==> src/hdl/vefd_pkg.sv <==
// Shared types, constants and codes of the varint extent frame decoder.
`default_nettype none

package vefd_pkg;

   localparam int STREAM_COUNT  = 256;
   localparam int SLOT_W        = $clog2(STREAM_COUNT);
   localparam int TRAILER_BYTES = 8;
   localparam int QUEUE_DEPTH   = 4;
   localparam int QUEUE_PTR_W   = $clog2(QUEUE_DEPTH);

   localparam logic [15:0] TRAILER_LEN = 16'(TRAILER_BYTES);
   localparam logic [15:0] HDR_LEN     = 16'd10;
   localparam logic [31:0] HDR_MAGIC   = 32'h5056_5254;
   localparam logic [40:0] SAT41       = 41'h1FF_FFFF_FFFF;
   localparam logic [40:0] REGION_RESET = 41'h000_8000_0000;

   // result kinds
   localparam logic [1:0] KIND_IN  = 2'd0;
   localparam logic [1:0] KIND_OUT = 2'd1;
   localparam logic [1:0] KIND_END = 2'd2;

   // frame status codes
   localparam logic [2:0] ST_OK     = 3'd0;
   localparam logic [2:0] ST_SHORT  = 3'd1;
   localparam logic [2:0] ST_NOHDR  = 3'd2;
   localparam logic [2:0] ST_BADSID = 3'd3;
   localparam logic [2:0] ST_PAIR   = 3'd4;

   // register indexes
   localparam logic CSR_HEADER_SKIP = 1'b0;
   localparam logic CSR_REGION_SIZE = 1'b1;

   // operations from parser to executor
   localparam logic [1:0] OP_NONE = 2'd0;
   localparam logic [1:0] OP_SID  = 2'd1;
   localparam logic [1:0] OP_EXT  = 2'd2;
   localparam logic [1:0] OP_FIN  = 2'd3;

   typedef struct packed {
      logic [7:0]  data_byte;
      logic [15:0] frame_length;
      logic        first_of_frame;
      logic        last_of_frame;
   } req_type;

   typedef struct packed {
      logic [1:0]  kind;
      logic [40:0] extent_offset;
      logic [40:0] extent_length;
      logic [7:0]  stream_id;
      logic [2:0]  frame_status;
      logic [40:0] frame_bytes;
   } rsp_type;

   // one classified byte, front to back
   typedef struct packed {
      logic       start;
      logic       drop;
      logic [2:0] drop_status;
      logic       proc;
      logic [7:0] data;
      logic       beyond;
      logic [7:0] shift;
      logic       fin;
      logic       early;
      logic       incomplete;
   } cmd_type;

   typedef struct packed {
      logic        start;
      logic [1:0]  op;
      logic [63:0] lu;
      logic [63:0] delta;
      logic [7:0]  shift;
      logic [7:0]  stream;
      logic [2:0]  status;
      logic        store;
   } op_type;

endpackage

`default_nettype wire

==> src/hdl/vefd_queue.sv <==
// Short request queue between front and back end.
`default_nettype none

module vefd_queue import vefd_pkg::*; (
   input  logic    clock,
   input  logic    reset,
   input  logic    push,
   input  cmd_type push_cmd,
   output logic    full,
   input  logic    pop,
   output cmd_type pop_cmd,
   output logic    empty
);

   cmd_type                slots [QUEUE_DEPTH];
   logic [QUEUE_PTR_W-1:0] wr_ff, wr_in;
   logic [QUEUE_PTR_W-1:0] rd_ff, rd_in;
   logic [QUEUE_PTR_W:0]   cnt_ff, cnt_in;
   logic                   do_push, do_pop;

   assign full    = cnt_ff == (QUEUE_PTR_W + 1)'(QUEUE_DEPTH);
   assign empty   = cnt_ff == '0;
   assign do_push = push && !full;
   assign do_pop  = pop && !empty;
   assign pop_cmd = slots[rd_ff];

   always_comb begin
      wr_in  = do_push ? wr_ff + 1'b1 : wr_ff;
      rd_in  = do_pop ? rd_ff + 1'b1 : rd_ff;
      cnt_in = cnt_ff + (QUEUE_PTR_W + 1)'(do_push) - (QUEUE_PTR_W + 1)'(do_pop);
   end

   always_ff @(posedge clock) begin
      if (reset) begin
         wr_ff  <= '0;
         rd_ff  <= '0;
         cnt_ff <= '0;
      end else begin
         wr_ff  <= wr_in;
         rd_ff  <= rd_in;
         cnt_ff <= cnt_in;
      end
   end

   always_ff @(posedge clock) begin
      if (do_push) slots[wr_ff] <= push_cmd;
   end

endmodule

`default_nettype wire

==> config.mk <==
export PLATFORM = sky130hd
export DESIGN_NAME = vefd_queue
export DESIGN_NICKNAME = d
export VERILOG_FILES = /design/src/hdl/vefd_pkg.sv /design/src/hdl/vefd_queue.sv
export SDC_FILE = /design/constraint.sdc
export NUM_CORES = 1
export LEC_CHECK = 0
export BUFFER_PORTS_ARGS = -buffer_cell sky130_fd_sc_hd__buf_2
export CAP_MARGIN = 20
export CORE_MARGIN = 4
export CORE_UTILIZATION = 61
export CTS_CLUSTER_DIAMETER = 200
export DETAILED_ROUTE_END_ITERATION = 10
export PLACE_DENSITY = 0.89
export SYNTH_ARGS = -nofsm -noshare
export SYNTH_HDL_FRONTEND = slang
export SYNTH_SLANG_ARGS = --single-unit
==> constraint.sdc <==
create_clock -name clock -period 4.3 [get_ports clock]
set_input_delay 0.86 -clock clock [delete_from_list [all_inputs] [get_ports clock]]
set_output_delay 0.86 -clock clock [all_outputs]
set_load 0.02 [all_outputs]
==> results.rst <==
.. list-table::
   :header-rows: 1

   * - Metric
     - Value
   * - Post-CTS Repair Setup Buffers
     - 0
   * - Number of enable-type register cells in the synthesized netlist
     - 104
   * - Number of gates given a new drive strength after cts
     - 0
   * - Final Core Density
     - 75.84%
   * - Layout cell share with drive strength beyond 1
     - 41.61%
   * - Sum of negative setup slack
     - 0 ns
   * - Top post-synthesis cells by area
     - edfxtp_1 73%, mux4_2 11%, dfxtp_1 4.2%, mux4_1 3.7%, ha_1 1.8%
   * - Leakage
     - 1.819 nW
   * - Residual DRC count
     - 0
   * - First-pass GRT wire length
     - 11.10 mm
   * - Number of placed I/O pins
     - 58
   * - F_max
     - 322.7 MHz
   * - Most used flip-flop cell after synthesis
     - edfxtp_1
   * - Startpoint class of the critical path
     - register
   * - Largest net degree at the start of global routing
     - 27
   * - Number of instances in the synthesized netlist
     - 187
   * - Number of max-slew violations in the final report
     - 0
   * - DRT Wirelength
     - 7.037 mm
   * - Reported max-cap violation count
     - 0
   * - GRT Total Usage
     - 18.59%
   * - Number of antenna-violating nets in the routed design
     - 0
   * - Share of Yosys cell area claimed by the top area cell type
     - 72.94%
   * - Count of endpoints failing hold in the final timing report
     - 0
   * - TritonCTS clock tree
     - yes
   * - DRT Pass-1 Iters
     - 4
   * - Per-instance average area after synthesis
     - 22.90 µm²
   * - Most instantiated cells after synthesis
     - 104 x edfxtp_1, 20 x mux4_2, 9 x dfxtp_1, 8 x inv_1
   * - Sequential cell area fraction in the yosys report
     - 77.15%
   * - Cell with the most instances after synthesis
     - edfxtp_1
   * - Total die area
     - 0.008424 mm²
   * - Maximum number of buffers from clock root to sink
     - 2
   * - Clock Tree Root
     - clkbuf_8
   * - Setup violation total in the final timing report
     - 0
   * - Total number of nets in the final design
     - 298
   * - Crit path time final
     - 3.099 ns
   * - Post-Syn Nets
     - 224
   * - Grt total ovfl
     - 0
   * - Count of buffers inserted at the top-level ports
     - 57
   * - Antenna violations before repair
     - 0
   * - Drt first-iter violations
     - 95
   * - Outcome
     - finished, final reports clean
   * - Data required time at the worst endpoint
     - 3.44 ns
   * - Total power density per cell area
     - 625.2 mW/mm²
   * - Mean number of vias per cell
     - 5.380
   * - Relative slew slack
     - 40.29%
   * - Worst Tran Pin Value
     - 0.8956 ns
   * - Unique masters post-synth
     - 27
   * - Std-Cell Core Area
     - 0.006794 mm²
   * - Die extent in y
     - 91.78 µm
   * - Hold Buf Count CTS
     - 0
   * - Clock Sink Count
     - 113
   * - Maximum resistive drop on vdd
     - 374.1 µV
   * - Arrival time of data at the critical path endpoint
     - 2.24 ns
   * - Capturing element type of the critical path
     - output pin
   * - Number of clock buffers inserted by TritonCTS
     - 17
   * - Layout-stage area growth over the synthesis result
     - 20.34%
   * - Fill cell instance count of the final layout
     - 372
   * - Post-synthesis cell area
     - 0.004282 mm²
   * - Number of synthesized register bits
     - 113
   * - Clock insertion delay at the later pin of the skew report
     - 0.51 ns
   * - Number of synthesis warnings
     - 0
   * - X dimension of the die
     - 91.78 µm
   * - Ratio of final minimum period to clock period
     - 72.08%
   * - Global placer's final weighted congestion
     - 0.7044
   * - Worst Hold Class
     - register to register
   * - Wire per inst
     - 18.97 µm
   * - Vias in the first global route
     - 2053
   * - Async S/R FF share, synth
     - 0%
   * - Number of placement rows
     - 30
   * - Largest fanout on the critical path
     - 26
   * - Crit Path Class
     - register to output pin
   * - Cell taking the most area after synthesis
     - edfxtp_1
   * - Clock Pin Slew Worst Setup and Hold Paths
     - 0.05 ns
   * - Final worst clock skew
     - 0.008036 ns
   * - CTS H-tree depth
     - 4
   * - Via Count
     - 1996
   * - Initial core utilization
     - 63.02%
   * - HPWL after detailed placement
     - 4.364 mm
   * - Setup repair after global routing missed its margin
     - no
-- placed cells by master (no fill, tap or decap), drive strengths merged --
| cell | netlist | routed |
|---|---|---|
| o21ai | 2 | 2 |
| nor3b | 1 | 1 |
| xor2 | 1 | 1 |
| and2 | 4 | 4 |
| ha | 6 | 6 |
| nor2 | 4 | 4 |
| or3 | 2 | 2 |
| buf | 5 | 62 |
| fa | 1 | 1 |
| mux2i | 1 | 1 |
| a21oi | 2 | 2 |
| clkinv | 0 | 10 |
| nor3 | 1 | 1 |
| clkinvlp | 0 | 3 |
| dfxtp | 9 | 9 |
| mux4 | 26 | 26 |
| o31ai | 1 | 1 |
| xnor2 | 2 | 2 |
| nand2 | 1 | 1 |
| clkbuf | 2 | 19 |
| nor2b | 2 | 2 |
| diode | 0 | 1 |
| inv | 8 | 8 |
| edfxtp | 104 | 104 |
| nand2b | 2 | 2 |
-- metal layers --
metal,share of wire (%),GRT usage [%],up-vias
met5,0,0,-
met3,6.4,7.219,17
met1,42,24.11,993
li1,-,-,918
met2,49,27.63,68
met4,2.2,9.406,0
-- sequential cells by signal (all words and copies together), names as in the netlist, named ones only --
| signal | count |
|---|---|
| rd_ff | 2 |
| cnt_ff | 3 |
| slots | 104 |
| wr_ff | 2 |
-- area by class of cell --
type / count / area, µm² / area share [%]
antenna: 1 / 2.502 / 0.04857
timing repair buffer: 62 / 322.8 / 6.265
multi-input combinational: 59 / 878.3 / 17.05
tap: 96 / 120.1 / 2.331
clock buffer: 19 / 421.7 / 8.184
sequential: 113 / 3304 / 64.13
inverter: 8 / 30.03 / 0.5828
clock inverter: 13 / 72.57 / 1.408
-- cell families (layout without fill, tap and decap cells) --
group / Yosys count / count (layout) / synth area share (%)
other: 0 / 1 / 0
multiplexers: 27 / 27 / 14.44
XOR/XNOR: 3 / 3 / 0.6138
AO/OA/AOI/OAI: 5 / 5 / 0.7598
adder cells (fa/ha/maj): 7 / 7 / 2.221
flip-flops: 113 / 113 / 77.15
buffers and inverters: 15 / 102 / 2.338
AND/OR/NAND/NOR: 17 / 17 / 2.484
-- worst max-delay path, cell delays in order (launching register included) --
cell     delay [ns]
dfxtp_2        0.91
mux4_1         0.63
buf_2          0.17
-- per-stage QoR --
stage               total power [W]  setup slack (ns)  hold slack [ns]  cells  cell area, µm²
floorplan                  0.001946             1.867           0.4591    187            4282
global placement           0.002102             1.667           0.4772    338            4656
detailed placement         0.002123             1.595           0.4829    338            4656
CTS                        0.003258             1.122           0.4953    370            5150
global route               0.003366             1.008           0.5410    370            5150
finish                     0.003222             1.201           0.4933    371            5152
-- path summary, 6_finish.rpt --
check / slack [ns] / cells after the start / endpoint / start
min reg2reg: 0.49 / 2 / register / rd_ff[1]
min: 0.49 / 2 / register / rd_ff[1]
max: 1.20 / 2 / pop_cmd[22] / register
max reg2reg: 2.09 / 10 / cnt_ff[2] / cnt_ff[1]
-- power by group --
| group | leakage (nW) | total (W) | internal [W] | switching, W |
|---|---|---|---|---|
| combinational | 0.553 | 0.000656 | 0.000309 | 0.000347 |
| clock | 0.239 | 0.00113 | 0.000690 | 0.000441 |
| sequential | 1.03 | 0.00143 | 0.00133 | 0.000107 |
Power figures use the tool's default switching activity.
