===== config.mk =====
export PLATFORM = sky130hd
export DESIGN_NAME = vefd_front
export DESIGN_NICKNAME = d
export VERILOG_FILES = /design/src/hdl/vefd_pkg.sv /design/src/hdl/vefd_front.sv
export SDC_FILE = /design/constraint.sdc
export NUM_CORES = 1
export LEC_CHECK = 0
export ABC_AREA = 1
export ABC_CLOCK_PERIOD_IN_PS = 11600
export BUFFER_PORTS_ARGS = -buffer_cell sky130_fd_sc_hd__buf_2
export CORE_ASPECT_RATIO = 1.25
export CORE_UTILIZATION = 55
export CTS_CLUSTER_SIZE = 24
export DETAILED_ROUTE_END_ITERATION = 8
export PLACE_DENSITY = 0.82
export SETUP_SLACK_MARGIN = 0.4
export SYNTH_ARGS = -nofsm -noshare
export SYNTH_HDL_FRONTEND = slang
export SYNTH_SLANG_ARGS = --single-unit

===== constraint.sdc =====
create_clock -name clock -period 11.6 [get_ports clock]
set_input_delay 2.32 -clock clock [delete_from_list [all_inputs] [get_ports clock]]
set_output_delay 2.32 -clock clock [all_outputs]
set_load 0.05 [all_outputs]

===== src/hdl/vefd_pkg.sv =====
// Shared types, constants and codes of the varint extent frame decoder.
`default_nettype none

package vefd_pkg;

   localparam int STREAM_COUNT  = 256;
   localparam int SLOT_W        = $clog2(STREAM_COUNT);
   localparam int TRAILER_BYTES = 8;
   localparam int QUEUE_DEPTH   = 4;
   localparam int QUEUE_PTR_W   = $clog2(QUEUE_DEPTH);

   localparam logic [15:0] TRAILER_LEN = 16'(TRAILER_BYTES);
   localparam logic [15:0] HDR_LEN     = 16'd10;
   localparam logic [31:0] HDR_MAGIC   = 32'h5056_5254;
   localparam logic [40:0] SAT41       = 41'h1FF_FFFF_FFFF;
   localparam logic [40:0] REGION_RESET = 41'h000_8000_0000;

   // result kinds
   localparam logic [1:0] KIND_IN  = 2'd0;
   localparam logic [1:0] KIND_OUT = 2'd1;
   localparam logic [1:0] KIND_END = 2'd2;

   // frame status codes
   localparam logic [2:0] ST_OK     = 3'd0;
   localparam logic [2:0] ST_SHORT  = 3'd1;
   localparam logic [2:0] ST_NOHDR  = 3'd2;
   localparam logic [2:0] ST_BADSID = 3'd3;
   localparam logic [2:0] ST_PAIR   = 3'd4;

   // register indexes
   localparam logic CSR_HEADER_SKIP = 1'b0;
   localparam logic CSR_REGION_SIZE = 1'b1;

   // operations from parser to executor
   localparam logic [1:0] OP_NONE = 2'd0;
   localparam logic [1:0] OP_SID  = 2'd1;
   localparam logic [1:0] OP_EXT  = 2'd2;
   localparam logic [1:0] OP_FIN  = 2'd3;

   typedef struct packed {
      logic [7:0]  data_byte;
      logic [15:0] frame_length;
      logic        first_of_frame;
      logic        last_of_frame;
   } req_type;

   typedef struct packed {
      logic [1:0]  kind;
      logic [40:0] extent_offset;
      logic [40:0] extent_length;
      logic [7:0]  stream_id;
      logic [2:0]  frame_status;
      logic [40:0] frame_bytes;
   } rsp_type;

   // one classified byte, front to back
   typedef struct packed {
      logic       start;
      logic       drop;
      logic [2:0] drop_status;
      logic       proc;
      logic [7:0] data;
      logic       beyond;
      logic [7:0] shift;
      logic       fin;
      logic       early;
      logic       incomplete;
   } cmd_type;

   typedef struct packed {
      logic        start;
      logic [1:0]  op;
      logic [63:0] lu;
      logic [63:0] delta;
      logic [7:0]  shift;
      logic [7:0]  stream;
      logic [2:0]  status;
      logic        store;
   } op_type;

endpackage

`default_nettype wire


===== src/hdl/vefd_front.sv =====
// Front end: frame tracking, link header skip and frame header detection.
`default_nettype none

module vefd_front import vefd_pkg::*; (
   input  logic       clock,
   input  logic       reset,
   input  logic       req_valid,
   output logic       req_ready,
   input  req_type    req_data,
   input  logic [7:0] header_skip,
   output logic       push,
   output cmd_type    push_cmd,
   input  logic       q_full
);

   localparam logic [2:0] FP_IDLE = 3'd0;
   localparam logic [2:0] FP_SKIP = 3'd1;
   localparam logic [2:0] FP_HEAD = 3'd2;
   localparam logic [2:0] FP_PAY  = 3'd3;
   localparam logic [2:0] FP_DROP = 3'd4;

   logic [2:0]  ph_ff, ph_in;
   logic [15:0] pos_ff, pos_in;
   logic [15:0] flen_ff, flen_in;
   logic [7:0]  skip_ff, skip_in;
   logic        reqd_ff, reqd_in;
   logic [31:0] win_ff, win_in;
   logic [7:0]  shift_ff, shift_in;
   logic        found_ff, found_in;
   logic [15:0] bend_ff, bend_in;
   logic        rep_act_ff, rep_act_in;
   logic [1:0]  rep_cnt_ff, rep_cnt_in;
   logic        rep_last_ff, rep_last_in;

   logic accept;

   assign req_ready = !rep_act_ff && !q_full;
   assign accept    = req_valid && req_ready;

   always_comb begin
      logic [15:0] off;
      logic [15:0] room;
      logic [16:0] after;
      logic [17:0] hend;
      logic [15:0] lim;
      logic [7:0]  b;
      ph_in       = ph_ff;
      pos_in      = pos_ff;
      flen_in     = flen_ff;
      skip_in     = skip_ff;
      reqd_in     = reqd_ff;
      win_in      = win_ff;
      shift_in    = shift_ff;
      found_in    = found_ff;
      bend_in     = bend_ff;
      rep_act_in  = rep_act_ff;
      rep_cnt_in  = rep_cnt_ff;
      rep_last_in = rep_last_ff;
      push_cmd    = '0;
      push        = 1'b0;
      off         = '0;
      room        = '0;
      after       = '0;
      hend        = '0;
      lim         = '0;
      b           = req_data.data_byte;
      if (rep_act_ff) begin
         // no magic: feed the four held bytes to the parser
         if (!q_full) begin
            push              = 1'b1;
            push_cmd.proc     = 1'b1;
            push_cmd.data     = win_ff[{rep_cnt_ff, 3'b000} +: 8];
            push_cmd.beyond   = ({8'b0, skip_ff} + {14'b0, rep_cnt_ff}) >= bend_ff;
            push_cmd.shift    = found_ff ? shift_ff : 8'd0;
            push_cmd.fin      = rep_last_ff && (rep_cnt_ff == 2'd3);
            rep_cnt_in        = rep_cnt_ff + 2'd1;
            if (rep_cnt_ff == 2'd3) rep_act_in = 1'b0;
         end
      end else if (accept) begin
         if (req_data.first_of_frame) begin
            push_cmd.start = 1'b1;
            pos_in   = '0;
            win_in   = '0;
            found_in = 1'b0;
            shift_in = '0;
            bend_in  = '0;
            flen_in  = req_data.frame_length;
            reqd_in  = header_skip != 8'd0;
            skip_in  = (header_skip != 8'd0 && {8'b0, header_skip} < req_data.frame_length)
                       ? header_skip : 8'd0;
            if (req_data.frame_length < TRAILER_LEN) begin
               ph_in = FP_DROP;
               push_cmd.drop        = 1'b1;
               push_cmd.drop_status = ST_SHORT;
            end else begin
               ph_in = FP_SKIP;
            end
         end
         if (req_data.first_of_frame || ph_ff != FP_IDLE) begin
            if (req_data.last_of_frame && ({1'b0, pos_in} + 17'd1) < {1'b0, flen_in}) begin
               push_cmd.fin   = 1'b1;
               push_cmd.early = 1'b1;
               ph_in = FP_IDLE;
            end else begin
               if (pos_in < flen_in) begin
                  if (ph_in == FP_SKIP && pos_in >= {8'b0, skip_in}) begin
                     room = flen_in - {8'b0, skip_in};
                     if (room >= HDR_LEN) begin
                        ph_in = FP_HEAD;
                     end else if (reqd_in) begin
                        ph_in = FP_DROP;
                        push_cmd.drop        = 1'b1;
                        push_cmd.drop_status = ST_NOHDR;
                     end else begin
                        bend_in = (flen_in > TRAILER_LEN &&
                                   {8'b0, skip_in} < flen_in - TRAILER_LEN)
                                  ? flen_in - TRAILER_LEN : {8'b0, skip_in};
                        ph_in = FP_PAY;
                     end
                  end
                  if (ph_in == FP_PAY) begin
                     push_cmd.proc   = 1'b1;
                     push_cmd.data   = b;
                     push_cmd.beyond = pos_in >= bend_in;
                  end else if (ph_in == FP_HEAD) begin
                     off = pos_in - {8'b0, skip_in};
                     if (off < 16'd4) begin
                        win_in = {b, win_in[31:8]};
                        if (off == 16'd3) begin
                           if (win_in != HDR_MAGIC) begin
                              if (reqd_in) begin
                                 ph_in = FP_DROP;
                                 push_cmd.drop        = 1'b1;
                                 push_cmd.drop_status = ST_NOHDR;
                              end else begin
                                 bend_in     = flen_in - TRAILER_LEN;
                                 ph_in       = FP_PAY;
                                 rep_act_in  = 1'b1;
                                 rep_cnt_in  = 2'd0;
                                 rep_last_in = req_data.last_of_frame;
                              end
                           end else begin
                              win_in = '0;
                           end
                        end
                     end else if (off == 16'd5) begin
                        shift_in = b;
                     end else if (off == 16'd6) begin
                        win_in = {24'b0, b};
                     end else if (off == 16'd7) begin
                        win_in[15:8] = b;
                     end else if (off == 16'd9) begin
                        after = {9'b0, skip_in} + {1'b0, HDR_LEN};
                        lim   = flen_in - TRAILER_LEN;
                        hend  = {1'b0, after} + {2'b0, win_in[15:0]};
                        if (hend > {2'b0, lim}) hend = {2'b0, lim};
                        found_in = 1'b1;
                        if (hend < {1'b0, after}) begin
                           ph_in = FP_DROP;
                           push_cmd.drop        = 1'b1;
                           push_cmd.drop_status = ST_BADSID;
                        end else begin
                           bend_in = hend[15:0];
                           ph_in   = FP_PAY;
                        end
                     end
                  end
               end
               if (req_data.last_of_frame) begin
                  if (!rep_act_in) begin
                     push_cmd.fin        = 1'b1;
                     push_cmd.incomplete = (ph_in == FP_SKIP) || (ph_in == FP_HEAD);
                  end
                  ph_in = FP_IDLE;
               end
               if (pos_in != 16'hFFFF) pos_in = pos_in + 16'd1;
            end
         end
         push_cmd.shift = found_in ? shift_in : 8'd0;
         push = push_cmd.start || push_cmd.drop || push_cmd.proc || push_cmd.fin;
      end
   end

   always_ff @(posedge clock) begin
      if (reset) begin
         ph_ff      <= FP_IDLE;
         rep_act_ff <= 1'b0;
         rep_cnt_ff <= '0;
      end else begin
         ph_ff      <= ph_in;
         rep_act_ff <= rep_act_in;
         rep_cnt_ff <= rep_cnt_in;
      end
   end

   always_ff @(posedge clock) begin
      pos_ff      <= pos_in;
      flen_ff     <= flen_in;
      skip_ff     <= skip_in;
      reqd_ff     <= reqd_in;
      win_ff      <= win_in;
      shift_ff    <= shift_in;
      found_ff    <= found_in;
      bend_ff     <= bend_in;
      rep_last_ff <= rep_last_in;
   end

endmodule

`default_nettype wire


==> flow_summary_export.csv <==
group,metric,value,unit
run_status,status,"finished, final reports clean",
routing,via_count,13300,
yosys,synthFlopType,"edfxtp_1",
min_path,min_delay_path_depth,2,
timing,worst_pin_slew,1140,ps
min_path,hp-start,"ph_ff[0]",
global_route,grt_pass1_vias,12600,
global_route,grt_max_degree,60,
timing,period_share,95.6,%
pwr,internal_power,770,uW
pwr,ir_drop,0.0777,mV
finish,final_nets,2029,
min_path,hold_path_class,"flop to flop",
yosys,synthArstFlopShare,0,%
timing,tns,0,ps
timing,hold_violations,0,
yosys,synth_fp_nets,1934,
die,start_util,56.2,%
yosys,yosysWarnings,0,
finish,antenna-diode-count,0,
setup_path,path_max_fanout,9,
pwr,p_leak,6.61,nW
timing,clock_skew,16.8,ps
clocking,clock_latency,390,ps
clocking,cts_tree,"done",
timing,finalSetupViolCount,0,
setup_path,reg2reg_slack,5200,ps
yosys,synth_area,0.0121,sq mm
finish,fill_cells,1935,
pwr,powerDensity,93.1,mW/mm^2
finish,post-route-util,64.2,%
routing,drc,0,
die,rows,60,
routing,ant_nets,0,
placement,gp_congestion,1.05,
die,core,0.0216,sq mm
routing,first_pass_iters,7,
placement,dp_hpwl,31600,microns
yosys,synth.yosys.seq_area_share,25.5,%
setup_path,required,9280,ps
pwr,p_switching,522,uW
timing,finalCriticalPeriod,11090,ps
pwr,clkPwrFrac,25.8,%
global_route,grt_remaining_overflow,0,
pwr,pwr-share-seq,34.6,%
clocking,cts_hold_buf,0,
clocking,clk_pin_slew_worst_paths,90,ps
timing,drv_slew,0,
timing,finalWorstSetupSlack,513,ps
timing,whs,483,ps
placement,portBuffers,64,
finish,final_common_cell,"nand2_1",
routing,wirelength,42200,microns
clocking,h-tree-depth,3,
finish,regArea,0.00309,sq mm
timing,relSlewSlack,23.1,%
setup_path,critPathLaunch,"req_data[7]",
setup_path,crit_type,"primary input to output pin",
routing,vias_per_cell,6.18,
clocking,cts.sinks,105,
die,die_x,135,microns
finish,area_delta_synth_final,14.2,%
yosys,avgSynthCellArea,6.87,sq um
yosys,synth_cell_types,61,
global_route,antenna_found_initial,0,
yosys,synth_edf_count,99,
clocking,cts_buffers,9,
die,dieArea,0.0227,sq mm
timing,fmax,0.0902,GHz
finish,most-common-layout-cells,"367 x nand2_1, 263 x inv_1, 153 x nor2_1, 113 x ha_1, 102 x o21ai_0",
global_route,globalRouteTotalUtil,36.8,%
setup_path,r2r-start,"pos_ff[0]",
pwr,p_comb_share,39.6,%
placement,dp_slack,-358,ps
die,die_y,168,microns
setup_path,r2r_cells,39,
setup_path,critPathLaunchType,"primary input",
finish,drive_gt1_share,16.7,%
yosys,synthesis.instances,1768,
die,io_pins,66,
clocking,root_buffer,"clkbuf_16",
setup_path,cp.arrival,8770,ps
setup_path,cp-end-kind,"output pin",
routing,wire_per_inst,19.7,microns
clocking,clock_path_buffers,2,
flow_run,cap_violations,0,
global_route,grt_first_pass_wirelength,64600,microns
pwr,power.total,1.29,mW
timing,rsz0062_at_grt,"no",
routing,drt_iter0_drc,1586,
setup_path,worst_path_largest_cell_delay,390,ps
pwr,power_switching_share,40.4,%
finish,multi_input_area,0.00814,sq mm
setup_path,crit_path_frequent_cell,"o21a_1",
setup_path,critPathSlowestCell,"ha_1",
yosys,synth.ff_latch_count,105,
-- layout make-up --
cell class | instances | share of cell area, %
multi-input cells | 1322 | 58.7
flip-flops and latches | 105 | 22.3
inverters | 293 | 8.05
repair buffers | 132 | 6.27
well taps | 279 | 2.52
clock buffers | 9 | 1.62
clock inverters | 7 | 0.586
-- path summary, 6_finish.rpt --
| check | endpoint |
|---|---|
| setup / recovery | push_cmd[11] |
| hold reg to reg | ph_ff[0] |
| setup reg to reg | win_ff[21] |
| hold / removal | ph_ff[0] |
-- cell families after synthesis --
kind of cell | Yosys count | synth area share, %
flip-flops | 105 | 25.5
buffers and inverters | 341 | 11.3
AO/OA/AOI/OAI | 338 | 16.6
multiplexers | 1 | 0.113
XOR/XNOR | 51 | 3.74
AND/OR/NAND/NOR | 803 | 29.3
other | 1 | 0.0309
adder cells (fa/ha/maj) | 128 | 13.4
-- worst max-delay path, delay by kind of cell --
family	cells	cell delay (ps)
buffers and inverters	8	850
adders and majority gates	3	870
AOI/OAI and AO/OA	16	2450
and+or+nand+nor	20	2260
-- synth_stat cells (24+ instances only) --
cell type	number	area, sq um
a21oi_1	102	510
nand4_1	38	238
o21ai_0	106	531
nor2_1	161	604
nand3_1	106	531
inv_1	271	1020
edfxtp_1	99	2970
ha_1	124	1550
nand2_1	378	1420
xor2_1	46	403
nor3_1	44	220
o22ai_1	24	150
-- power groups by stage --
stage               sequential (mW)  combinational (mW)  clock, mW
floorplan                     0.453               0.313          0
global placement              0.455               0.421          0
detailed placement            0.456               0.432          0
CTS                           0.447               0.450      0.330
global route                  0.449               0.556      0.342
finish                        0.447               0.511      0.333
-- through the flow --
stage | area [sq um] | cells
final | 13900 | 2147
after global routing | 13900 | 2147
after CTS | 13300 | 2121
after detailed placement | 12700 | 2086
after global placement | 12700 | 2086
after floorplan | 12200 | 1768
-- metal layers --
metal / vias to the layer above / global-route usage [%] / wire [microns] / part of all wire (%)
met5: - / 0 / 0 / 0
met4: 0 / 27.0 / 3410 / 8.1
met3: 240 / 6.71 / 4020 / 9.5
met2: 849 / 60.3 / 19600 / 47
met1: 6064 / 42.8 / 15100 / 36
li1: 6122 / - / - / -
-- what timing repair did --
action | CTS | global route
setup buffers | 19 | 26
gates cloned | 0 | 0
pin swaps | 7 | 41
gates resized for setup | 25 | 89
setup endpoints to repair | 6 | 15
endpoints found under the hold margin | 0 | 0
-- flip-flops by register name, indices dropped and copies added (netlist names) --
register and flops:
pos_ff 16, found_ff 1, rep_cnt_ff 2, flen_ff 16, rep_last_ff 1, rep_act_ff 1, bend_ff 16, reqd_ff 1
skip_ff 8, shift_ff 8, ph_ff 3, win_ff 32
Note: power is estimated with default switching activity, not from simulation.
