--- config.mk ---
export PLATFORM = sky130hd
export DESIGN_NAME = vefd_parse
export DESIGN_NICKNAME = d
export VERILOG_FILES = /design/src/hdl/vefd_pkg.sv /design/src/hdl/vefd_parse.sv
export SDC_FILE = /design/constraint.sdc
export NUM_CORES = 1
export LEC_CHECK = 0
export BUFFER_PORTS_ARGS = -buffer_cell sky130_fd_sc_hd__buf_2
export CELL_PAD_IN_SITES_DETAIL_PLACEMENT = 1
export CELL_PAD_IN_SITES_GLOBAL_PLACEMENT = 2
export CORE_MARGIN = 2
export CORE_UTILIZATION = 39
export CTS_CLUSTER_DIAMETER = 60
export DETAILED_ROUTE_END_ITERATION = 10
export GPL_ROUTABILITY_DRIVEN = 0
export PLACE_DENSITY = 0.81
export SLEW_MARGIN = 20
export SYNTH_ARGS = -nofsm -noshare
export SYNTH_HDL_FRONTEND = slang
export SYNTH_SLANG_ARGS = --single-unit
export TNS_END_PERCENT = 1
--- constraint.sdc ---
create_clock -name clock -period 8.6 [get_ports clock]
set_clock_uncertainty 0.15 [all_clocks]
set_input_delay 1.72 -clock clock [delete_from_list [all_inputs] [get_ports clock]]
set_output_delay 1.72 -clock clock [all_outputs]
set_load 0.01 [all_outputs]
--- src/hdl/vefd_pkg.sv ---
// Shared types, constants and codes of the varint extent frame decoder.
`default_nettype none

package vefd_pkg;

   localparam int STREAM_COUNT  = 256;
   localparam int SLOT_W        = $clog2(STREAM_COUNT);
   localparam int TRAILER_BYTES = 8;
   localparam int QUEUE_DEPTH   = 4;
   localparam int QUEUE_PTR_W   = $clog2(QUEUE_DEPTH);

   localparam logic [15:0] TRAILER_LEN = 16'(TRAILER_BYTES);
   localparam logic [15:0] HDR_LEN     = 16'd10;
   localparam logic [31:0] HDR_MAGIC   = 32'h5056_5254;
   localparam logic [40:0] SAT41       = 41'h1FF_FFFF_FFFF;
   localparam logic [40:0] REGION_RESET = 41'h000_8000_0000;

   // result kinds
   localparam logic [1:0] KIND_IN  = 2'd0;
   localparam logic [1:0] KIND_OUT = 2'd1;
   localparam logic [1:0] KIND_END = 2'd2;

   // frame status codes
   localparam logic [2:0] ST_OK     = 3'd0;
   localparam logic [2:0] ST_SHORT  = 3'd1;
   localparam logic [2:0] ST_NOHDR  = 3'd2;
   localparam logic [2:0] ST_BADSID = 3'd3;
   localparam logic [2:0] ST_PAIR   = 3'd4;

   // register indexes
   localparam logic CSR_HEADER_SKIP = 1'b0;
   localparam logic CSR_REGION_SIZE = 1'b1;

   // operations from parser to executor
   localparam logic [1:0] OP_NONE = 2'd0;
   localparam logic [1:0] OP_SID  = 2'd1;
   localparam logic [1:0] OP_EXT  = 2'd2;
   localparam logic [1:0] OP_FIN  = 2'd3;

   typedef struct packed {
      logic [7:0]  data_byte;
      logic [15:0] frame_length;
      logic        first_of_frame;
      logic        last_of_frame;
   } req_type;

   typedef struct packed {
      logic [1:0]  kind;
      logic [40:0] extent_offset;
      logic [40:0] extent_length;
      logic [7:0]  stream_id;
      logic [2:0]  frame_status;
      logic [40:0] frame_bytes;
   } rsp_type;

   // one classified byte, front to back
   typedef struct packed {
      logic       start;
      logic       drop;
      logic [2:0] drop_status;
      logic       proc;
      logic [7:0] data;
      logic       beyond;
      logic [7:0] shift;
      logic       fin;
      logic       early;
      logic       incomplete;
   } cmd_type;

   typedef struct packed {
      logic        start;
      logic [1:0]  op;
      logic [63:0] lu;
      logic [63:0] delta;
      logic [7:0]  shift;
      logic [7:0]  stream;
      logic [2:0]  status;
      logic        store;
   } op_type;

endpackage

`default_nettype wire

--- src/hdl/vefd_parse.sv ---
// Back end stage one: LEB128 stream id and pair parsing, frame status.
`default_nettype none

module vefd_parse import vefd_pkg::*; (
   input  logic    clock,
   input  logic    reset,
   input  logic    adv,
   input  logic    q_empty,
   input  cmd_type q_cmd,
   output logic    pop,
   output logic    op_vld,
   output op_type  op
);

   localparam logic [2:0] BP_IDLE = 3'd0;
   localparam logic [2:0] BP_SID  = 3'd1;
   localparam logic [2:0] BP_PU   = 3'd2;
   localparam logic [2:0] BP_PL   = 3'd3;
   localparam logic [2:0] BP_DONE = 3'd4;
   localparam logic [2:0] BP_DROP = 3'd5;

   logic [2:0]  ph_ff, ph_in;
   logic [63:0] acc_ff, acc_in;
   logic [6:0]  cnt_ff, cnt_in;
   logic [2:0]  status_ff, status_in;
   logic [7:0]  stream_ff, stream_in;
   logic [63:0] delta_ff, delta_in;
   logic        op_vld_ff;
   op_type      op_ff, op_new;

   assign pop    = adv && !q_empty;
   assign op_vld = op_vld_ff;
   assign op     = op_ff;

   always_comb begin
      logic [63:0] acc2;
      logic [6:0]  cnt7;
      logic        done, over;
      ph_in     = ph_ff;
      acc_in    = acc_ff;
      cnt_in    = cnt_ff;
      status_in = status_ff;
      stream_in = stream_ff;
      delta_in  = delta_ff;
      op_new    = '0;
      op_new.op = OP_NONE;
      acc2      = '0;
      cnt7      = '0;
      done      = 1'b0;
      over      = 1'b0;
      if (q_cmd.start) begin
         op_new.start = 1'b1;
         ph_in     = BP_SID;
         acc_in    = '0;
         cnt_in    = '0;
         status_in = ST_OK;
         stream_in = '0;
      end
      if (q_cmd.drop) begin
         ph_in     = BP_DROP;
         status_in = q_cmd.drop_status;
      end
      if (q_cmd.proc) begin
         acc2 = acc_in | (cnt_in[6] ? 64'b0 : ({57'b0, q_cmd.data[6:0]} << cnt_in[5:0]));
         cnt7 = cnt_in + 7'd7;
         done = !q_cmd.data[7];
         over = cnt7 > 7'd63;
         case (ph_in)
            BP_SID: begin
               if (q_cmd.beyond || (!done && over)) begin
                  ph_in     = BP_DROP;
                  status_in = ST_BADSID;
               end else if (done) begin
                  stream_in = acc2[7:0];
                  op_new.op = OP_SID;
                  acc_in    = '0;
                  cnt_in    = '0;
                  ph_in     = BP_PU;
               end else begin
                  acc_in = acc2;
                  cnt_in = cnt7;
               end
            end
            BP_PU: begin
               if (q_cmd.beyond) begin
                  if (cnt_in != 7'd0) status_in = ST_PAIR;
                  ph_in = BP_DONE;
               end else if (done) begin
                  // zigzag decode
                  delta_in = (acc2 >> 1) ^ {64{acc2[0]}};
                  acc_in   = '0;
                  cnt_in   = '0;
                  ph_in    = BP_PL;
               end else if (over) begin
                  status_in = ST_PAIR;
                  ph_in     = BP_DONE;
               end else begin
                  acc_in = acc2;
                  cnt_in = cnt7;
               end
            end
            BP_PL: begin
               if (q_cmd.beyond || (!done && over)) begin
                  status_in = ST_PAIR;
                  ph_in     = BP_DONE;
               end else if (done) begin
                  op_new.op    = OP_EXT;
                  op_new.lu    = acc2;
                  op_new.delta = delta_in;
                  acc_in       = '0;
                  cnt_in       = '0;
                  ph_in        = BP_PU;
               end else begin
                  acc_in = acc2;
                  cnt_in = cnt7;
               end
            end
            default: begin
            end
         endcase
      end
      if (q_cmd.fin) begin
         op_new.op = OP_FIN;
         if (q_cmd.early) begin
            op_new.status = ST_SHORT;
            op_new.store  = 1'b0;
         end else begin
            if (q_cmd.incomplete || ph_in == BP_SID) begin
               status_in = ST_BADSID;
               ph_in     = BP_DROP;
            end else if (ph_in == BP_PL || (ph_in == BP_PU && cnt_in != 7'd0)) begin
               status_in = ST_PAIR;
            end
            op_new.status = status_in;
            op_new.store  = ph_in != BP_DROP;
         end
         ph_in = BP_IDLE;
      end
      op_new.shift  = q_cmd.shift;
      op_new.stream = stream_in;
   end

   always_ff @(posedge clock) begin
      if (reset) begin
         ph_ff     <= BP_IDLE;
         op_vld_ff <= 1'b0;
      end else if (adv) begin
         op_vld_ff <= !q_empty && (op_new.op != OP_NONE || op_new.start);
         if (!q_empty) ph_ff <= ph_in;
      end
   end

   always_ff @(posedge clock) begin
      if (pop) begin
         acc_ff    <= acc_in;
         cnt_ff    <= cnt_in;
         status_ff <= status_in;
         stream_ff <= stream_in;
         delta_ff  <= delta_in;
         op_ff     <= op_new;
      end
   end

endmodule

`default_nettype wire

==> flow_summary.yaml, run 1 <==
outcome:
  status: "finished clean"
timing:
  setup_viol: 0
  rsz0062_at_grt: "no"
  hold-worst-slack_ns: 0.342
  fin_crit_ns: 5.81
  slew_headroom_pct: 26.5
  fmax_mhz: 172
  worstMarginPinSlew_ns: 1.10
  hold_viol: 0
  fin_crit_sh_pct: 67.6
  fin_setup_tns_ns: 0
  slew_viol_final: 0
critical_path:
  startpoint_type: "input port"
  r2r-start: "cnt_ff[0]"
  crit_fanout: 36
  regToRegSetupSlack_ns: 3.78
  reg2reg_depth: 11
  required_ns: 8.76
  r2r_end: "op[1]"
  path_class: "input port to flip-flop"
  crit_path_end_kind: "flip-flop"
  cp_data_arrival_time_ns: 5.98
floorplanning:
  ios: 183
  die-area_um2: 36100
  fp.dieH_um: 190
  rows: 68
  start_util_pct: 39.3
  coreArea_um2: 34300
  dieWidth_um: 190
clocking:
  clockRootBuffer: "clkbuf_16"
  post_cts_resized: 0
  postCtsSetupRepairBufs: 0
  cts.clk_slew.worst_paths_ns: 0.06
  clk_latency_ns: 0.50
  tritoncts: "yes"
  cts_sinks: 293
  cts_hold_buffers: 0
  cts.path.max_buffers: 3
  numCtsBuffers: 34
  htreeDepth: 2
global_route:
  grt_pass1_vias: 9279
  antenna_found_initial: 0
  grt_usage_pct: 19.7
  grt_max_degree: 97
  overflow: 0
  grt_pass1_wl_mm: 55.1
logic_synthesis:
  syn_nets: 1129
  ys_ff_latch: 293
  syn_inst: 1098
  synth-edff-count: 289
  async_flop_share_pct: 0
  seq_area_frac_synth_pct: 65.0
  synth-main-ff-cell: "edfxtp_1"
  synth_cell_types: 79
  synth_warnings: 0
  syn_area_um2: 13500
  avgSynthCellArea_um2: 12.3
layout:
  multi_input_area_um2: 4460
  final_util_pct: 46.7
  antenna_cells: 0
  final_net_count: 1300
  drive_gt1_share_pct: 22.2
  final_cell_area_um2: 16000
  fillers: 3616
  ff_latch_area_um2: 8760
  syn_to_final_growth_pct: 18.7
detailed_routing:
  avgRoutedWirePerCell_um: 20.5
  viasPerCell: 5.32
  vias: 9308
  drtIter0Drc: 862
  drc: 0
  antenna_left: 0
  first_pass_iters: 5
  finalWirelength_mm: 35.8
min_path:
  hp-class: "flip-flop to flip-flop"
  hold_depth: 2
  hold_start: "op_vld"
  min_to: "op_vld"
placement:
  placed_area_um2: 14900
  port_buffers: 182
  place_hpwl_mm: 24.0
pwr:
  power_leakage_nw: 5.82
  vdd_drop_max_mv: 0.127
  total_power_mw: 3.38
  powerDensity_nw_per_um2: 212
job:
  maxCapViolCount: 0
==> worst max-delay path, stage by stage <==
cell      delay (ns)
buf_2           0.33
nor2b_1         0.71
inv_1           0.19
ha_1            0.37
nor3_1          0.28
nand3_1         0.18
o211ai_4        0.35
or3_1           0.79
a221oi_4        0.18
nor4_2          0.39
nand3_1         0.16
a221oi_1        0.30
==> metrics by stage <==
stage | instances | setup slack (ns)
detailed placement | 1688 | 2.30
global placement | 1687 | 2.43
floorplan | 1098 | 0.393
CTS | 1748 | 2.80
global route | 1748 | 2.45
finish | 1748 | 2.79
==> routing by layer <==
metal	wire length (um)	global-route usage [%]	part of all wire, %	vias to the layer above
met5	0	0	0	-
met1	16500	28.2	46	4653
met2	16700	31.6	47	263
met3	1860	2.99	5.2	45
li1	-	-	-	4347
met4	686	4.77	1.9	0
==> cell families (layout without fill, tap and decap cells) <==
kind of cell / count (synthesis) / in the layout / synth area share, %
xor gates and xnor gates: 64 / 64 / 4.16
DFF: 293 / 293 / 65.0
muxes: 11 / 11 / 1.22
and+or+nand+nor: 425 / 425 / 16.3
buffers and inverters: 72 / 267 / 2.26
AOI/OAI and AO/OA: 232 / 232 / 11.0
adders and majority gates: 1 / 1 / 0.0928
==> area by class of cell <==
cell class / instances / area share (%)
clock inverters: 21 / 1.55
repair buffers: 197 / 6.42
flip-flops and latches: 293 / 54.7
multi-input cells: 733 / 27.9
well taps: 455 / 3.56
clock buffers: 39 / 5.57
inverters: 10 / 0.282
==> report_power, final <==
| part | leakage (nW) | internal (mW) | switching, mW |
|---|---|---|---|
| combinational | 2.44 | 0.0933 | 0.189 |
| clock | 0.554 | 0.899 | 0.570 |
| sequential | 2.83 | 1.62 | 0.0171 |
| total | 5.82 | 2.61 | 0.776 |
==> flip-flops by register name (all words and copies together) (netlist names) <==
name       cells
op           151
acc_ff        64
delta_ff      64
cnt_ff         7
ph_ff          3
status_ff      3
op_vld         1
==> how the worst max path moves through the flow <==
stage	from	endpoint
after global placement	q_cmd[25]	status_ff[2]
final	q_cmd[25]	op[1]
after global routing	q_cmd[25]	op[1]
after detailed placement	q_cmd[25]	status_ff[2]
after CTS	q_cmd[25]	op[1]
after floorplan	q_empty	pop
==> synthesized netlist by cell type, types with 6 or more instances <==
cell / count / share of area [%]
o21ai_0: 30 / 1.1
clkbuf_1: 42 / 1.2
and2_1: 70 / 3.2
nor3_1: 19 / 0.71
a31oi_1: 12 / 0.56
edfxtp_1: 289 / 64
nand3_1: 15 / 0.56
xnor2_1: 63 / 4.1
a21o_1: 6 / 0.33
nand2b_1: 9 / 0.42
a21oi_1: 107 / 4.0
inv_1: 9 / 0.25
nor2_1: 161 / 4.5
buf_2: 12 / 0.45
a22oi_1: 9 / 0.50
nand2_1: 47 / 1.3
nor4_1: 6 / 0.28
o21ai_1: 7 / 0.26
o21a_1: 9 / 0.50
or3_1: 6 / 0.28
nor2b_1: 56 / 2.6
==> layout by cell type (no fill, tap or decap), drive strengths merged, types with 14 or more instances in the layout <==
master / synthesis / layout
nor3: 23 / 23
inv: 10 / 14
nor2b: 56 / 56
nor2: 161 / 161
and2: 70 / 70
nand2: 47 / 47
buf: 20 / 197
edfxtp: 289 / 289
clkbuf: 42 / 39
o21ai: 37 / 37
a21oi: 109 / 109
nand3: 15 / 15
xnor2: 63 / 63
Note: power is estimated with default switching activity, not from simulation.
==> inputs of run 2 (changes only) <==
- CORE_UTILIZATION: 39 -> 35
- PLACE_DENSITY: 0.81 -> 0.77
- clock period: 8.6 -> 4.8 ns (I/O delays scaled with it)
==> run 2 against run 1 <==
Net effect: register-to-register slack worse by 2.7 ns; clock-buffer cell count is 2 higher; sequential cell count stayed put; setup slack worse by 1.8 ns; core utilization is 3.7 points lower; global-route usage is 0.63 points lower; clock power is 80% higher; first-iteration DRC count is 17% lower; critical endpoint is now status_ff[1]; routed wire length is 7.3% higher; sequential share of layout area is 0.78 points lower.
==> flow_summary.yaml, run 2 (same netlist as run 1, synthesis figures left out) <==
critical_path:
  path_class: "flip-flop to flip-flop"
  crit_fanout: 12
  r2r_end: "status_ff[1]"
  required_ns: 4.93
  crit_path_end_kind: "flip-flop"
  reg2reg_depth: 11
  startpoint_type: "flip-flop"
  regToRegSetupSlack_ns: 1.04
  crit_family: "compound AO/OA/AOI/OAI gates"
  slowest_delay_ns: 0.64
  crit_buf_inv: 1
  crit_slowest_cell: "edfxtp_1"
  worstPathCellList: "nor2b_1 > inv_1 > ha_1 > nor3_1 > nand3_1 > o211ai_4 > o21ai_0 > a21oi_1 > and3b_1 > o21bai_1 > o21ai_1"
  r2r-start: "cnt_ff[1]"
  cp_data_arrival_time_ns: 3.89
timing:
  rsz0062_at_grt: "no"
  fin_crit_ns: 3.76
  slew_viol_final: 0
  setup_viol: 0
  fin_crit_sh_pct: 78.4
  fmax_mhz: 266
  hold_viol: 0
  worstMarginPinSlew_ns: 1.07
  fin_setup_tns_ns: 0
  slew_headroom_pct: 28.8
clocking:
  cts.clk_slew.worst_paths_ns: 0.06
  clockRootBuffer: "clkbuf_16"
  cts.path.max_buffers: 3
  post_cts_resized: 0
  htreeDepth: 2
  cts_hold_buffers: 0
  tritoncts: "yes"
  cts_sinks: 293
  postCtsSetupRepairBufs: 0
  numCtsBuffers: 37
  clk_latency_ns: 0.55
pwr:
  power_leakage_nw: 5.92
  powerDensity_nw_per_um2: 375
  internal-power_mw: 4.60
  p_sw_mw: 1.49
  p_comb_share_pct: 8.6
  vdd_drop_max_mv: 0.217
  pwr-share-clk_pct: 43.3
  p_seq_share_pct: 48.1
  p_sw_share_pct: 24.5
  total_power_mw: 6.09
global_route:
  grt_pass1_vias: 9797
  grt_pass1_wl_mm: 59.6
  groute.layer.met3.usage_pct: 3.89
  grt_usage_pct: 19.1
  grt_busiest_layer: "met2"
  grt_max_degree: 164
  use_met1_pct: 26.3
  use_met2_pct: 30.6
  overflow: 0
  antenna_found_initial: 0
placement:
  dp.cells: 1758
  port_buffers: 182
  place_hpwl_mm: 25.9
floorplanning:
  ios: 183
  rows: 71
  fp.dieH_um: 200
  die-area_um2: 40100
  dieWidth_um: 200
  start_util_pct: 35.7
  coreArea_um2: 37800
layout:
  syn_to_final_growth_pct: 20.4
  final_net_count: 1317
  drive_gt1_share_pct: 23.3
  antenna_cells: 0
  layout_common_cells: "289 x edfxtp_1, 182 x buf_2, 160 x nor2_1"
  layout_commonest_cell: "edfxtp_1"
  instances_no_fill: 1826
  largest_reg_flops: 151
  final_util_pct: 43.0
detailed_routing:
  first_pass_iters: 5
  viasPerCell: 5.15
  avgRoutedWirePerCell_um: 21.0
  finalWirelength_mm: 38.4
  drtIter0Drc: 716
  vias: 9406
  drc: 0
  antenna_left: 0
min_path:
  min_to: "op[62]"
  hp-class: "flip-flop to flip-flop"
  hold_start: "delta_ff[42]"
  hold_depth: 1
outcome:
  status: "finished clean"
job:
  maxCapViolCount: 0
[run 2: changes by cell type in the layout (fill, tap and decap cells not counted), moves of 2 or more]
cell       change
buf_12         +2
buf_4         +12
bufinv_16      -4
clkbuf_16      +3
clkinv_1       +4
clkinv_2       +5
[run 2: worst max-delay path by stage]
stage | from | endpoint | cells past startpoint
after floorplan | q_empty | acc_ff[0] | 2
after global placement | q_cmd[25] | status_ff[2] | 11
after detailed placement | q_cmd[25] | op[1] | 11
after CTS | cnt_ff[1] | status_ff[1] | 11
after global routing | cnt_ff[1] | status_ff[1] | 11
final | cnt_ff[1] | status_ff[1] | 11
[run 2: routing by layer]
metal	up-vias	wire (um)	part of all wire [%]
met5	-	0	0
met4	0	682	1.8
met3	39	2060	5.4
met2	272	18100	47
met1	4711	17600	46
li1	4384	-	-
[run 2: area by class of cell]
type                    count  area, um^2
repair buffers            211        1160
clock buffers              41         962
clock inverters            27         198
fillers                  4055       21500
multi-input cells         733        4470
flip-flops and latches    293        8760
inverters                  10        41.3
well taps                 511         639
[run 2: stage by stage]
stage,worst slack (ns),hold WS (ns),cell area [um^2]
5_1_grt,0.816,0.390,16200
4_1_cts,1.11,0.367,16200
3_5_place_dp,0.601,0.355,15100
3_3_place_gp,0.725,0.353,15100
2_1_floorplan,-0.247,0.346,13500
6_report,1.04,0.365,16200
[run 2: power by group through the flow]
stage               clock, mW  combinational, mW  sequential, mW
finish                   2.64              0.521            2.93
global route             2.81              0.570            2.93
CTS                      2.71              0.526            2.93
detailed placement          0              0.523            2.98
global placement            0              0.511            2.98
floorplan                   0              0.314            3.00
